==> config.mk <==
export PLATFORM = sky130hd
export DESIGN_NAME = ffd_ctrl
export DESIGN_NICKNAME = d
export VERILOG_FILES = /design/src/ffd_pkg.sv /design/src/ffd_ctrl.sv
export SDC_FILE = /design/constraint.sdc
export NUM_CORES = 1
export LEC_CHECK = 0
export BUFFER_PORTS_ARGS = -buffer_cell sky130_fd_sc_hd__buf_2
export CORE_MARGIN = 8
export CORE_UTILIZATION = 30
export CTS_CLUSTER_SIZE = 12
export DETAILED_ROUTE_END_ITERATION = 10
export HOLD_SLACK_MARGIN = 0.12
export PLACE_DENSITY = 0.72
export SLEW_MARGIN = 20
export SYNTH_ARGS = -nofsm -noshare
export SYNTH_HDL_FRONTEND = slang
export SYNTH_SLANG_ARGS = --single-unit
==> constraint.sdc <==
create_clock -name clock -period 1.6 [get_ports clock]
set_clock_uncertainty 0.1 [all_clocks]
set_input_delay 0 -clock clock [delete_from_list [all_inputs] [get_ports clock]]
set_output_delay 0 -clock clock [all_outputs]
set_load 0.02 [all_outputs]
==> src/ffd_pkg.sv <==
// ---------------------------------------------------------------------------
// Fragment FEC decoder package
// Field widths, constants, controller states and command/status groups.
// ---------------------------------------------------------------------------
package ffd_pkg;

   localparam int DEF_MAX_FRAGS      = 256;
   localparam int DEF_MAX_FRAG_BYTES = 32;

   localparam int INDEX_W       = 16;
   localparam int DATA_W        = 8;
   localparam int FRAG_COUNT_W  = 9;
   localparam int FRAG_BYTES_W  = 6;
   localparam int MISSING_W     = 9;
   localparam int CSR_INDEX_W   = 1;
   localparam int CSR_DATA_W    = 9;

   localparam logic [CSR_INDEX_W-1:0] CSR_FRAG_COUNT = 1'b0;
   localparam logic [CSR_INDEX_W-1:0] CSR_FRAG_BYTES = 1'b1;

   // seed 1 + 1001 * index stays below 2^26, and so does every later state
   localparam int SEED_W    = 26;
   localparam int SEED_MULT = 1001;
   localparam int SEED_ADD  = 1;
   localparam int PRBS_TAP  = 5;
   localparam int PRBS_TOP  = 22;
   localparam int MBIT_W    = $clog2(SEED_W);

   function automatic logic [SEED_W-1:0] prbs_next(input logic [SEED_W-1:0] x);
      logic [SEED_W-1:0] fb;
      fb = SEED_W'(x[0] ^ x[PRBS_TAP]) << PRBS_TOP;
      return (x >> 1) + fb;
   endfunction

   typedef enum logic [3:0] {
      S_IDLE,
      S_BUILD,
      S_STEP,
      S_MOD,
      S_SET,
      S_SCAN,
      S_ROW_XOR,
      S_DAT_RD,
      S_DAT_XOR,
      S_STORE_ROW,
      S_STORE_DAT,
      S_REPORT
   } state_type;

   typedef struct packed {
      logic accept;
      logic build;
      logic seed_step;
      logic mod_step;
      logic pick_set;
      logic scan;
      logic row_xor;
      logic dat_xor;
      logic store_row;
      logic store_dat;
      logic report;
   } cmd_type;

   typedef struct packed {
      logic idx_small;
      logic picks_zero;
      logic picks_last;
      logic mod_last;
      logic scan_done;
      logic scan_hit;
      logic found;
      logic byte_last;
      logic store_last;
      logic rsp_free;
   } status_type;

endpackage

==> src/ffd_ctrl.sv <==
// ---------------------------------------------------------------------------
// Fragment FEC decoder controller
// Sequences row build, elimination sweep, row store and report.
// ---------------------------------------------------------------------------
module ffd_ctrl
   import ffd_pkg::*;
(
   input  logic       clock,
   input  logic       reset,
   input  logic       req_valid,
   input  logic       req_last_byte,
   output logic       req_ready,
   input  status_type status,
   output cmd_type    cmd
);

   state_type state_ff, state_in;

   always_ff @(posedge clock) begin
      if (reset) begin
         state_ff <= S_IDLE;
      end else begin
         state_ff <= state_in;
      end
   end

   always_comb begin
      state_in = state_ff;
      case (state_ff)
         S_IDLE: begin
            if (req_valid && req_last_byte) state_in = S_BUILD;
         end
         S_BUILD: begin
            if (status.idx_small || status.picks_zero) state_in = S_SCAN;
            else state_in = S_STEP;
         end
         S_STEP: state_in = S_MOD;
         S_MOD: begin
            if (status.mod_last) state_in = S_SET;
         end
         S_SET: begin
            if (status.picks_last) state_in = S_SCAN;
            else state_in = S_STEP;
         end
         S_SCAN: begin
            if (status.scan_done) begin
               state_in = status.found ? S_STORE_ROW : S_REPORT;
            end else if (status.scan_hit) begin
               state_in = S_ROW_XOR;
            end
         end
         S_ROW_XOR: state_in = S_DAT_RD;
         S_DAT_RD: state_in = S_DAT_XOR;
         S_DAT_XOR: begin
            state_in = status.byte_last ? S_SCAN : S_DAT_RD;
         end
         S_STORE_ROW: state_in = S_STORE_DAT;
         S_STORE_DAT: begin
            if (status.store_last) state_in = S_REPORT;
         end
         S_REPORT: begin
            if (status.rsp_free) state_in = S_IDLE;
         end
         default: state_in = S_IDLE;
      endcase
   end

   always_comb begin
      cmd       = '0;
      req_ready = 1'b0;
      case (state_ff)
         S_IDLE: begin
            req_ready  = 1'b1;
            cmd.accept = req_valid;
         end
         S_BUILD:     cmd.build     = 1'b1;
         S_STEP:      cmd.seed_step = 1'b1;
         S_MOD:       cmd.mod_step  = 1'b1;
         S_SET:       cmd.pick_set  = 1'b1;
         S_SCAN:      cmd.scan      = 1'b1;
         S_ROW_XOR:   cmd.row_xor   = 1'b1;
         S_DAT_XOR:   cmd.dat_xor   = 1'b1;
         S_STORE_ROW: cmd.store_row = 1'b1;
         S_STORE_DAT: cmd.store_dat = 1'b1;
         S_REPORT:    cmd.report    = status.rsp_free;
         default:     cmd           = '0;
      endcase
   end

endmodule

==> results.txt, run 1 <==
The number of placement rows is 14. The weighted congestion reported at the end of routability-driven placement is slightly above 0.9. The adder and majority gate portion of the synthesized area is 0%.

In this run the number of H-tree levels came out at 1. Counting distinct cell types in the post-synthesis netlist gives 30. The post-DP HPWL came out at roughly 1400 um. The combinational family with the most area after synthesis is simple AND/OR/NAND/NOR gates.

The remaining global-route overflow came out at 0. The max-capacitance violation count came out at 0. In the final layout, the multi-input gates occupy 409 um2. Setup repair after global routing could not meet its margin everywhere. The worst setup path is of the reg -> reg kind. The global routing usage summed across all routing layers is 10.5%. The core area is 1510 um2. In this run the tool buffered the top-level ports with 25 buffer cells. STA classifies the critical path endpoint as a flop. Once placement completed, the tool counted placed cells totaling 121. The average cell area after synthesis is between 6 and 7 um2. The kind of cell adding the most delay to the critical path is compound AO/OA/AOI/OAI gates. The die extent in x is 56.2 um. The pin count of the biggest net entering global routing came out at 11.

The TritonCTS clock tree is done. Power spread over the standard cell area amounts to 1270 nW/um2. The number of antenna violations at the first check in global routing came out at 0.

Of the cells placed in the final design, the portion with a size suffix greater than 1 is approximately 50%. The number of nets in the final layout is 125. The total buffers and inverters traversed by the critical path came out at 1. The post-detailed-placement cell area came out at 713 um2. The flip-flop and latch count after synthesis came out at 4. For this run, the register share of the synthesized area comes to between 10% and 20%. By area the synthesized netlist is led by dfxtp_1 (17%), nor2_1 (11%), a21oi_1 (9.3%). Setup violations remaining at the end of the flow were counted as 0. After routing the design area is between 700 and 800 um2. The final worst setup slack is between 0.05 and 0.06 ns.

After Yosys synthesis, XOR and XNOR cells account for 0% of the synthesized area. For this block, the routed nets add up to 1720 um of wire. The worst path uses 96.3% of the clock period. From synthesis to final layout, the design area changed by 59.4%. The largest registers in the layout are state_ff: 4 flops.

The fraction of synthesized cell area taken by the top area cell type came out at 16.5%. The first global-routing pass estimated 2780 um of wire. The tightest min-delay check is of the in -> reg type. The total power of the final layout came out at around 980 uW.

The via count of the first global-routing pass came out at 615. Among all stages on the critical path, the largest delay is contributed by dfxtp_1. The sink count of the clock tree is 4. The largest buffer count on any clock path came out at 2. The final count of pins violating max slew came out at 0. The initial standard-cell utilization of the core is 32.1%. OpenSTA, run right after detailed placement, puts the worst setup slack at -0.0205 ns.

The Yosys warning count is 0. The height of the chip came out at between 50 and 60 um. The most common flop cell mapped by yosys is dfxtp_1. VDD sags by at most approximately 0.43 mV. Yosys instantiated no cell more often than nor2_1. STA classifies the critical path startpoint as a flop.

The number of endpoints with negative hold slack in the final report is 0. In this run the worst path has a maximum fanout of 9. The clock period minus worst slack came out at 1.54 ns. The die covers 3160 um2.

At the pin with the least slew margin, the transition time is 0.347 ns. After detailed routing, the average wire length per cell comes to 13.8 um. The run finished with clean final reports. The signal on the critical path passes through buf_4 -> nand3b_1 -> o32ai_2 -> nor2_1 -> a21oi_1 -> a211oi_2. The detailed-routing iteration count for the pre-antenna-repair pass came out at 4. The filler cell count is 148. Multiplexer cells account for 5.43% of the synthesized area.

The largest single stage delay on the critical path is 0.43 ns. The number of vias per cell is ~5.4. The clock slew seen by the registers of the worst setup and hold paths came out at 0.04 ns. The total leakage power is 0.000379 uW. The number of flip-flops in the largest register came out at 4. For this design the top-level I/O count stands at 26. The post-detailed-route count of antenna-violating nets came out at 0.

The cell area after synthesis is about 480 um2. The initial DRC count is 21. The number of synthesized flops with an enable pin is 0. Once layout is complete, the cells apart from fillers number 125.

The detailed-route DRC error count is 0. The register area is about 84 um2. The relative max-transition margin is about 77%. The required time of the worst setup path is 1.61 ns. The simple-gate portion of the synthesized area is 43.7%. The worst-skew pair later-pin latency came out at 0.24 ns. Ranked by instance count, the synthesized netlist is headed by nor2_1 (14), a21oi_1 (9), nor3_1 (7). The async set-reset flop share out of synthesis is 0%. The net count of the mapped netlist came out at 87. The post-CTS setup-driven buffer insertion count is 0. Ranked by flip-flop count, first place goes to state_ff.

0 antenna diodes ended up in the layout. The detailed-route via count came out at 670. Based on the critical path, the design can be clocked at up to around 0.65 GHz.

Summing the areas of all compound-gate instances in the mapped netlist gives 27.6% of the synthesized area. The TritonCTS buffer count is 3. Data arrives at the worst endpoint at 1.55 ns. Of all cell types, the one taking the most synthesized area is dfxtp_1. In this run the clock root is driven by a clkbuf_4. The gate count after technology mapping came out at 73.
==> kinds of logic (layout without fill, tap and decap cells) <==
kind of cell | count (synthesis) | after routing
flip-flops | 4 | 4
AND/OR/NAND/NOR | 41 | 41
multiplexers | 2 | 2
AO/OA/AOI/OAI | 19 | 19
buffers and inverters | 7 | 43
==> worst reg2reg max path: stages, from the launching register on <==
cell and delay [ns]:
dfxtp_1 0.43, buf_4 0.20, nand3b_1 0.12, o32ai_2 0.20, nor2_1 0.12, a21oi_1 0.19, a211oi_2 0.05
==> layer usage <==
| layer | up-vias | share of wire (%) | track usage (%) |
|---|---|---|---|
| met1 | 307 | 38 | 11.0 |
| met3 | 4 | 9.2 | 4.57 |
| met2 | 23 | 51 | 17.3 |
| met4 | 0 | 1.9 | 5.50 |
| li1 | 336 | - | - |
| met5 | - | 0 | 0 |
==> area by class of cell <==
| class | instances | area share, % |
|---|---|---|
| multi-input combinational | 62 | 53.0 |
| timing repair buffer | 39 | 30.1 |
| sequential | 4 | 10.9 |
| clock buffer | 3 | 2.92 |
| tap | 16 | 2.59 |
| inverter | 1 | 0.486 |
==> metrics by stage <==
step | util, % | setup TNS (ns) | hold WS, ns
final | 51.2 | 0 | 0.104
after global routing | 51.2 | -0.0831 | 0.128
after CTS | 50.2 | 0 | 0.123
after detailed placement | 47.3 | -0.0352 | 0.128
after global placement | 47.3 | 0 | 0.127
after floorplan | - | 0 | -0.0272
==> final timing paths <==
check                                  from     endpoint  depth (start not counted)  slack (ns)
worst max register to register  state_ff[1]  state_ff[1]                          6        0.06
worst min-delay path              status[3]  state_ff[1]                          4        0.10
worst max-delay path            state_ff[1]  state_ff[1]                          6        0.06
worst min register to register  state_ff[2]  state_ff[2]                          3        0.61
==> cell usage in the layout (no fill, tap or decap), types with 2 or more instances in the layout <==
cell,count
buf_2,25
nor2_1,14
buf_4,13
a21oi_1,8
nor3_1,7
nand2_1,4
nand2b_1,3
clkbuf_4,3
dfxtp_2,3
nand3_1,2
nor2b_1,2
o21ai_0,2
==> power breakdown <==
group / total [uW] / switching, uW / internal [uW]
Sequential: 169 / 42.5 / 127
Clock: 132 / 47.6 / 84.3
Combinational: 681 / 365 / 316
Total: 983 / 455 / 527
==> repair_timing <==
item | CTS | global route
cloned | 0 | 0
hold buffers | 1 | 0
endpoints found under the hold margin | 4 | 0
resized for setup | 3 | 5
setup endpoints to repair | 2 | 5
Note: power is estimated with default switching activity, not from simulation.
==> inputs of run 2 (changes only) <==
--- a/config.mk
+++ b/config.mk
@@ -11,7 +11,7 @@
 export CTS_CLUSTER_SIZE = 12
 export DETAILED_ROUTE_END_ITERATION = 10
 export HOLD_SLACK_MARGIN = 0.12
-export PLACE_DENSITY = 0.72
+export PLACE_DENSITY = 0.7
 export SLEW_MARGIN = 20
 export SYNTH_ARGS = -nofsm -noshare
 export SYNTH_HDL_FRONTEND = slang
==> results.txt, run 2 (same netlist as run 1, synthesis figures left out) <==
The worst-skew pair later-pin latency came out at 0.24 ns (about the same). The setup TNS was 0 ns (unchanged). The tree is rooted in a clkbuf_4. The delay of the slowest cell on the worst path is 0.35 ns (-0.08 ns). The number of endpoints with negative hold slack in the final report came out at 0 (unchanged). The highest fanout seen on the critical path came out at 5 (-4). The fraction of layout instances using a drive strength above 1 is 50.4% (about the same). Walking the worst path, the cells encountered are buf_4 -> nor4_4 -> a21boi_2 -> nor3_1 -> a211oi_1. The global-route wire length before repair came out at 2850 um (+2.5%). The number of cells in the design after placement came to 126 (+4.1%). The most common cell after layout, fill and taps aside is buf_2. The sink count of the clock tree came out at 4 (unchanged). The total detailed-routing wirelength was 1730 um (+0.58%). The wire length per cell after detailed routing came out at 13.2 um (-4.0%). The sort of element at the start of the critical path is a flop. The period utilization is 96.0% (-0.28 points).

The number of flip-flops in the largest register is 4 (unchanged). The initial standard-cell utilization of the core is 32.1% (unchanged). The worst hold path belongs to the class in -> reg. The detailed-route DRC error count came out at 0 (unchanged). Leaving out fill and tap cells, the most frequent cells in the layout are buf_2 (25), buf_4 (17), nor2_1 (14), nor3_1 (7), a21oi_1 (7).

The pin count of the biggest net entering global routing came out at 11 (unchanged). The largest buffer count on any clock path is 2 (unchanged). The global routing usage summed across all routing layers is 10.6% (+0.093 points). The number of vias per cell is 5.15 (-4.0%).

The filler cell count came out at 151 (+2.0%). The worst setup path is captured at a flop. The final design area excluding fillers was 822 um2 (+6.5%).

The slowest stage cell on the critical path is dfxtp_2. The count of input and output buffers came to 25 (unchanged). The relative max-transition margin came to 73.3% (-3.5 points). The logic depth of the worst register-to-register path came out at 5 (-1). The clock period minus worst slack is 1.54 ns (-0.00452 ns). The post-layout utilization of the core came out at 54.6% (+3.3 points). The CTS H-tree depth came out at 1 (unchanged). The number of antenna violations at the first check in global routing came to 0 (unchanged).

The clock slew seen by the registers of the worst setup and hold paths came out at 0.04 ns (about the same). The critical path data arrival time came to 1.58 ns (+0.03 ns). The required time of the worst setup path is 1.64 ns (+0.03 ns). In this run the worst setup path begins at state_ff[0]. The max-capacitance violation count was 0 (unchanged). The total power divided by cell area is 1230 nW/um2 (-3.5%). The post-DP HPWL was 1390 um (+2.1%).

The total leakage power came out at 0.000411 uW (+8.6%). In this run the worst setup path terminates at state_ff[0]. The worst vdd rail ir drop came to 0.532 mV (+24%). The post-detailed-route count of antenna-violating nets is 0 (unchanged). The post-detailed-placement cell area came to 763 um2 (+7.0%). The initial DRC count was 23 (+9.5%). The via count of the first global-routing pass came to 681 (+11%). The final count of pins violating max slew is 0 (unchanged). The post-CTS setup-driven buffer insertion count came out at 0 (unchanged). The run finished with clean final reports. The minimum setup slack among reg-to-reg paths came to 0.06 ns (about the same).

The core area was 1510 um2 (unchanged). The largest registers in the layout are state_ff: 4 flops. The final setup violation count is 0 (unchanged).

The worst reg2reg path startpoint is state_ff[0]. The TritonCTS buffer count came out at 3 (unchanged). The number of placement rows was 14 (unchanged). The TritonCTS clock tree is done. The number of nets in the final layout came out at 131 (+4.8%).

The upper clock frequency limit is 0.651 GHz (+0.29%). The full die area came out at 3160 um2 (unchanged). The number of antenna cells inserted is 0 (unchanged). The detailed-route via count came out at 674 (+0.60%). The worst hold slack across all endpoints is 0.130 ns (+0.0268 ns). The die extent in x came out at 56.2 um (unchanged).

The register with the highest flop count is state_ff. The detailed-routing iteration count for the pre-antenna-repair pass was 4 (unchanged). The final standard cell count with taps included and fillers excluded is 131 (+4.8%). The number of I/O pins came out at 26 (unchanged). The height of the chip was 56.2 um (unchanged). The weighted congestion reported at the end of routability-driven placement is 0.852 (-7.1%). The path type of the worst setup path is reg -> reg.

The endpoint identified for the worst register-to-register timing path is state_ff[0]. The transition time at the pin with the least slew margin is 0.400 ns (+0.0529 ns). The remaining global-route overflow came out at 0 (unchanged).

The area growth from synthesis to final layout is 69.8%.
## run 2: repair_timing
action / in CTS / in global routing
pin swaps: 1 / 1
endpoints found under the setup margin: 1 / 3
resized for setup: 2 / 4
hold buffers: 2 / 0
hold endpoints to repair: 4 / 0
## run 2: stage by stage
| step | power [uW] | setup WS (ns) |
|---|---|---|
| 6_report | 1010 | 0.0645 |
| 5_1_grt | 1080 | -0.000366 |
| 4_1_cts | 994 | 0.00645 |
| 3_5_place_dp | 845 | -0.0409 |
| 2_1_floorplan | 591 | 0.00106 |
| 3_3_place_gp | 829 | 0.00524 |
## run 2: power breakdown
group          leakage, uW  total (uW)  switching [uW]  internal [uW]
sequential       0.0000333         163            35.7            127
combinational     0.000364         718             375            343
clock            0.0000138         129            44.9           84.1
## run 2: routing by layer
metal / vias to the layer above / part of all wire [%] / global-route usage [%]
li1: 347 / - / -
met1: 304 / 43 / 11.4
met2: 23 / 49 / 18.1
met3: 0 / 7.6 / 4.79
met4: 0 / 0 / 3.09
met5: - / 0 / 0
## run 2: how the worst min path moves through the flow
| stage | start | to | cells after the start |
|---|---|---|---|
| 2_1_floorplan | reset | state_ff[0] | 1 |
| 3_3_place_gp | reset | state_ff[1] | 2 |
| 3_5_place_dp | reset | state_ff[1] | 2 |
| 4_1_cts | status[1] | state_ff[3] | 5 |
| 5_1_grt | status[3] | state_ff[1] | 4 |
| 6_report | status[1] | state_ff[3] | 5 |
## run 2: cell type report
class / count / area (um2) / area share [%]
inverters: 1 / 3.75 / 0.457
repair buffers: 45 / 293 / 35.6
well taps: 16 / 20.0 / 2.44
clock buffers: 3 / 22.5 / 2.74
flip-flops and latches: 4 / 82.6 / 10.0
multi-input cells: 62 / 400 / 48.7
## run 2: critical path: cells and delay by family (launching register included)
family / cells / cell delay (ns)
simple gates: 2 / 0.35
buf+inv: 1 / 0.16
flops: 1 / 0.35
compound gates: 2 / 0.48
==> inputs of run 3 (changes only) <==
--- a/config.mk
+++ b/config.mk
@@ -6,12 +6,14 @@
 export NUM_CORES = 1
 export LEC_CHECK = 0
 export BUFFER_PORTS_ARGS = -buffer_cell sky130_fd_sc_hd__buf_2
-export CORE_MARGIN = 8
-export CORE_UTILIZATION = 30
+export CELL_PAD_IN_SITES_DETAIL_PLACEMENT = 0
+export CELL_PAD_IN_SITES_GLOBAL_PLACEMENT = 1
+export CORE_MARGIN = 10
+export CORE_UTILIZATION = 25
 export CTS_CLUSTER_SIZE = 12
 export DETAILED_ROUTE_END_ITERATION = 10
 export HOLD_SLACK_MARGIN = 0.12
-export PLACE_DENSITY = 0.7
+export PLACE_DENSITY = 0.82
 export SLEW_MARGIN = 20
 export SYNTH_ARGS = -nofsm -noshare
 export SYNTH_HDL_FRONTEND = slang
==> results.txt, run 3 (same netlist as run 1, synthesis figures left out) <==
The critical path starts at state_ff[0]. The worst min-delay path startpoint is status[6]. The highest fanout seen on the critical path is 5 (unchanged).

The number of antenna violations at the first check in global routing is 0 (unchanged). The height of the chip is 64.0 um (+14%). The library cell used most frequently in the layout, excluding fill and tap cells, is buf_2. The upper clock frequency limit came out at 0.661 GHz (+1.5%). The flow ran to the end, and the final reports show no timing, DRC or antenna violations. The startpoint identified for the worst register-to-register timing path is state_ff[0]. The min-delay analysis places its worst path in the category in -> reg. The cell at the root of the clock tree is clkbuf_4. The pin count of the biggest net entering global routing is 12 (+1). The most numerous cell on the critical path is a21oi_1.

The wire length per cell after detailed routing is 13.5 um (+2.1%). The total power divided by cell area is 1230 nW/um2 (-0.13%). The fraction of layout instances using a drive strength above 1 came out at 50.5% (about the same). The post-DP HPWL is 1520 um (+9.2%). The TritonCTS clock tree is done. The detailed-route DRC error count came out at 0 (unchanged). The total detailed-routing wirelength is 1830 um (+6.0%). The post-CTS setup-driven buffer insertion count is 0 (unchanged).

The worst vdd rail ir drop came out at 0.382 mV (-28%). The TritonCTS buffer count was 3 (unchanged). The weighted congestion reported at the end of routability-driven placement came out at 0.799 (-6.2%). The filler cell count was 192 (+27%). The global routing usage summed across all routing layers is 9.16% (-1.5 points). In the final layout, the registers with the most flip-flops are state_ff: 4 flops.

The period utilization is 94.6% (-1.4 points). The number of nets in the final layout came out at 127 (-3.1%). The number of cells in the design after placement is 131 (+4.0%).

The sort of element at the start of the critical path is a flop. The via count of the first global-routing pass is 666 (-2.2%). The core area came to 1780 um2 (+18%). The post-detailed-route count of antenna-violating nets is 0 (unchanged). The number of vias per cell is 4.87 (-5.4%). The largest buffer count on any clock path came out at 2 (unchanged).

The die extent in x is 64.0 um (+14%). The clock slew seen by the registers of the worst setup and hold paths is 0.04 ns (about the same). The critical path data arrival time is 1.54 ns (-0.04 ns). The final count of pins violating max slew came out at 0 (unchanged).

Setup repair after global routing could not meet its margin everywhere. The register area came out at 82.6 um2 (unchanged). The critical path is of the reg -> reg type. The number of endpoints with negative hold slack in the final report is 0 (unchanged). The remaining global-route overflow is 0 (unchanged). The number of I/O pins came out at 26 (unchanged).

The global-route wire length before repair is 3040 um (+6.6%). The initial DRC count was 20 (-13%). The delay of the slowest cell on the worst path came to 0.34 ns (about the same). The sink count of the clock tree is 4 (unchanged). The area of the multi-input gates came out at 420 um2 (+5.0%). The number of flip-flops in the largest register came out at 4 (unchanged). The total leakage power is 0.000390 uW (-5.2%). The slowest stage of the critical path belongs to the cell dfxtp_2. In the layout the commonest cells are buf_2 (25), nor2_1 (14), buf_4 (14), nor3_1 (7), a21oi_1 (7). The register with the highest flop count is state_ff. The detailed-routing iteration count for the pre-antenna-repair pass came out at 4 (unchanged). The initial standard-cell utilization of the core came out at 27.2% (-5.0 points). The relative max-transition margin came out at 78.9% (+5.6 points). The clock period minus worst slack is 1.51 ns (-0.0223 ns). The full die area was 4100 um2 (+30%). Walking the worst path, the cells encountered are buf_4 -> nor4_4 -> a21boi_2 -> a21oi_1 -> a21oi_1 -> nor3_1.

The required time of the worst setup path came out at 1.63 ns (about the same). The final standard cell count with taps included and fillers excluded is 136 (+3.8%). The number of antenna cells inserted is 0 (unchanged). The CTS H-tree depth came to 1 (unchanged). STA classifies the critical path endpoint as a flop. The transition time at the pin with the least slew margin is 0.316 ns (-0.0842 ns). The area growth from synthesis to final layout is 67.4%.

The detailed-route via count is 662 (-1.8%). The count of input and output buffers is 25 (unchanged). The max-capacitance violation count is 0 (unchanged). The worst-skew pair later-pin latency came out at 0.24 ns (about the same). The number of placement rows came out at 15 (+1). The final setup violation count was 0 (unchanged). The post-layout utilization of the core came out at 45.5% (-9.1 points).
[run 3: cell count changes in the layout (fill, tap and decap cells not counted), sizes merged]
cell,change
buf,-4
[run 3: worst paths after layout]
check                 to  slack, ns  depth (start not counted)
max reg2reg  state_ff[3]       0.09                          6
min reg2reg  state_ff[0]       0.55                          3
max          state_ff[3]       0.09                          6
min          state_ff[1]       0.09                          4
[run 3: critical path, delay by kind of cell (launching register included)]
kind / cells / cell delay, ns
buf+inv: 1 / 0.16
simple gates: 2 / 0.33
compound gates: 3 / 0.48
flops: 1 / 0.34
[run 3: per-stage QoR]
stage          hold WS, ns  cell area [um2]  power (uW)  setup slack (ns)  TNS, ns
6_report            0.0950              811         995            0.0868        0
5_1_grt              0.118              811        1070           -0.0270  -0.0626
4_1_cts              0.135              776         951           0.00505        0
3_5_place_dp         0.133              732         812           0.00275        0
3_3_place_gp         0.128              732         799            0.0302        0
2_1_floorplan      -0.0272              499         591           0.00106        0
[run 3: layer usage]
layer | part of all wire (%) | global-route usage [%] | routed length (um) | up-vias
met4 | 2.7 | 6.56 | 49 | 0
met1 | 43 | 9.94 | 797 | 297
met3 | 4.4 | 2.09 | 81 | 5
met2 | 49 | 15.3 | 904 | 19
met5 | 0 | 0 | 0 | -
li1 | - | - | - | 341
[run 3: area by class of cell]
class | instances | area share, %
flip-flops and latches | 4 | 10.2
clock buffers | 3 | 2.78
well taps | 25 | 3.86
inverters | 1 | 0.463
multi-input cells | 62 | 51.9
repair buffers | 41 | 30.9
[run 3: report_power, final]
| part | internal [uW] | total, uW | switching [uW] |
|---|---|---|---|
| clock network | 84.3 | 132 | 47.3 |
| registers | 127 | 157 | 29.9 |
| logic | 324 | 706 | 382 |
[run 3: what timing repair did]
item / in CTS / in global routing
cloned: 0 / 0
endpoints found under the hold margin: 4 / 0
hold buffers: 2 / 0
resized for setup: 1 / 8
endpoints found under the setup margin: 1 / 4
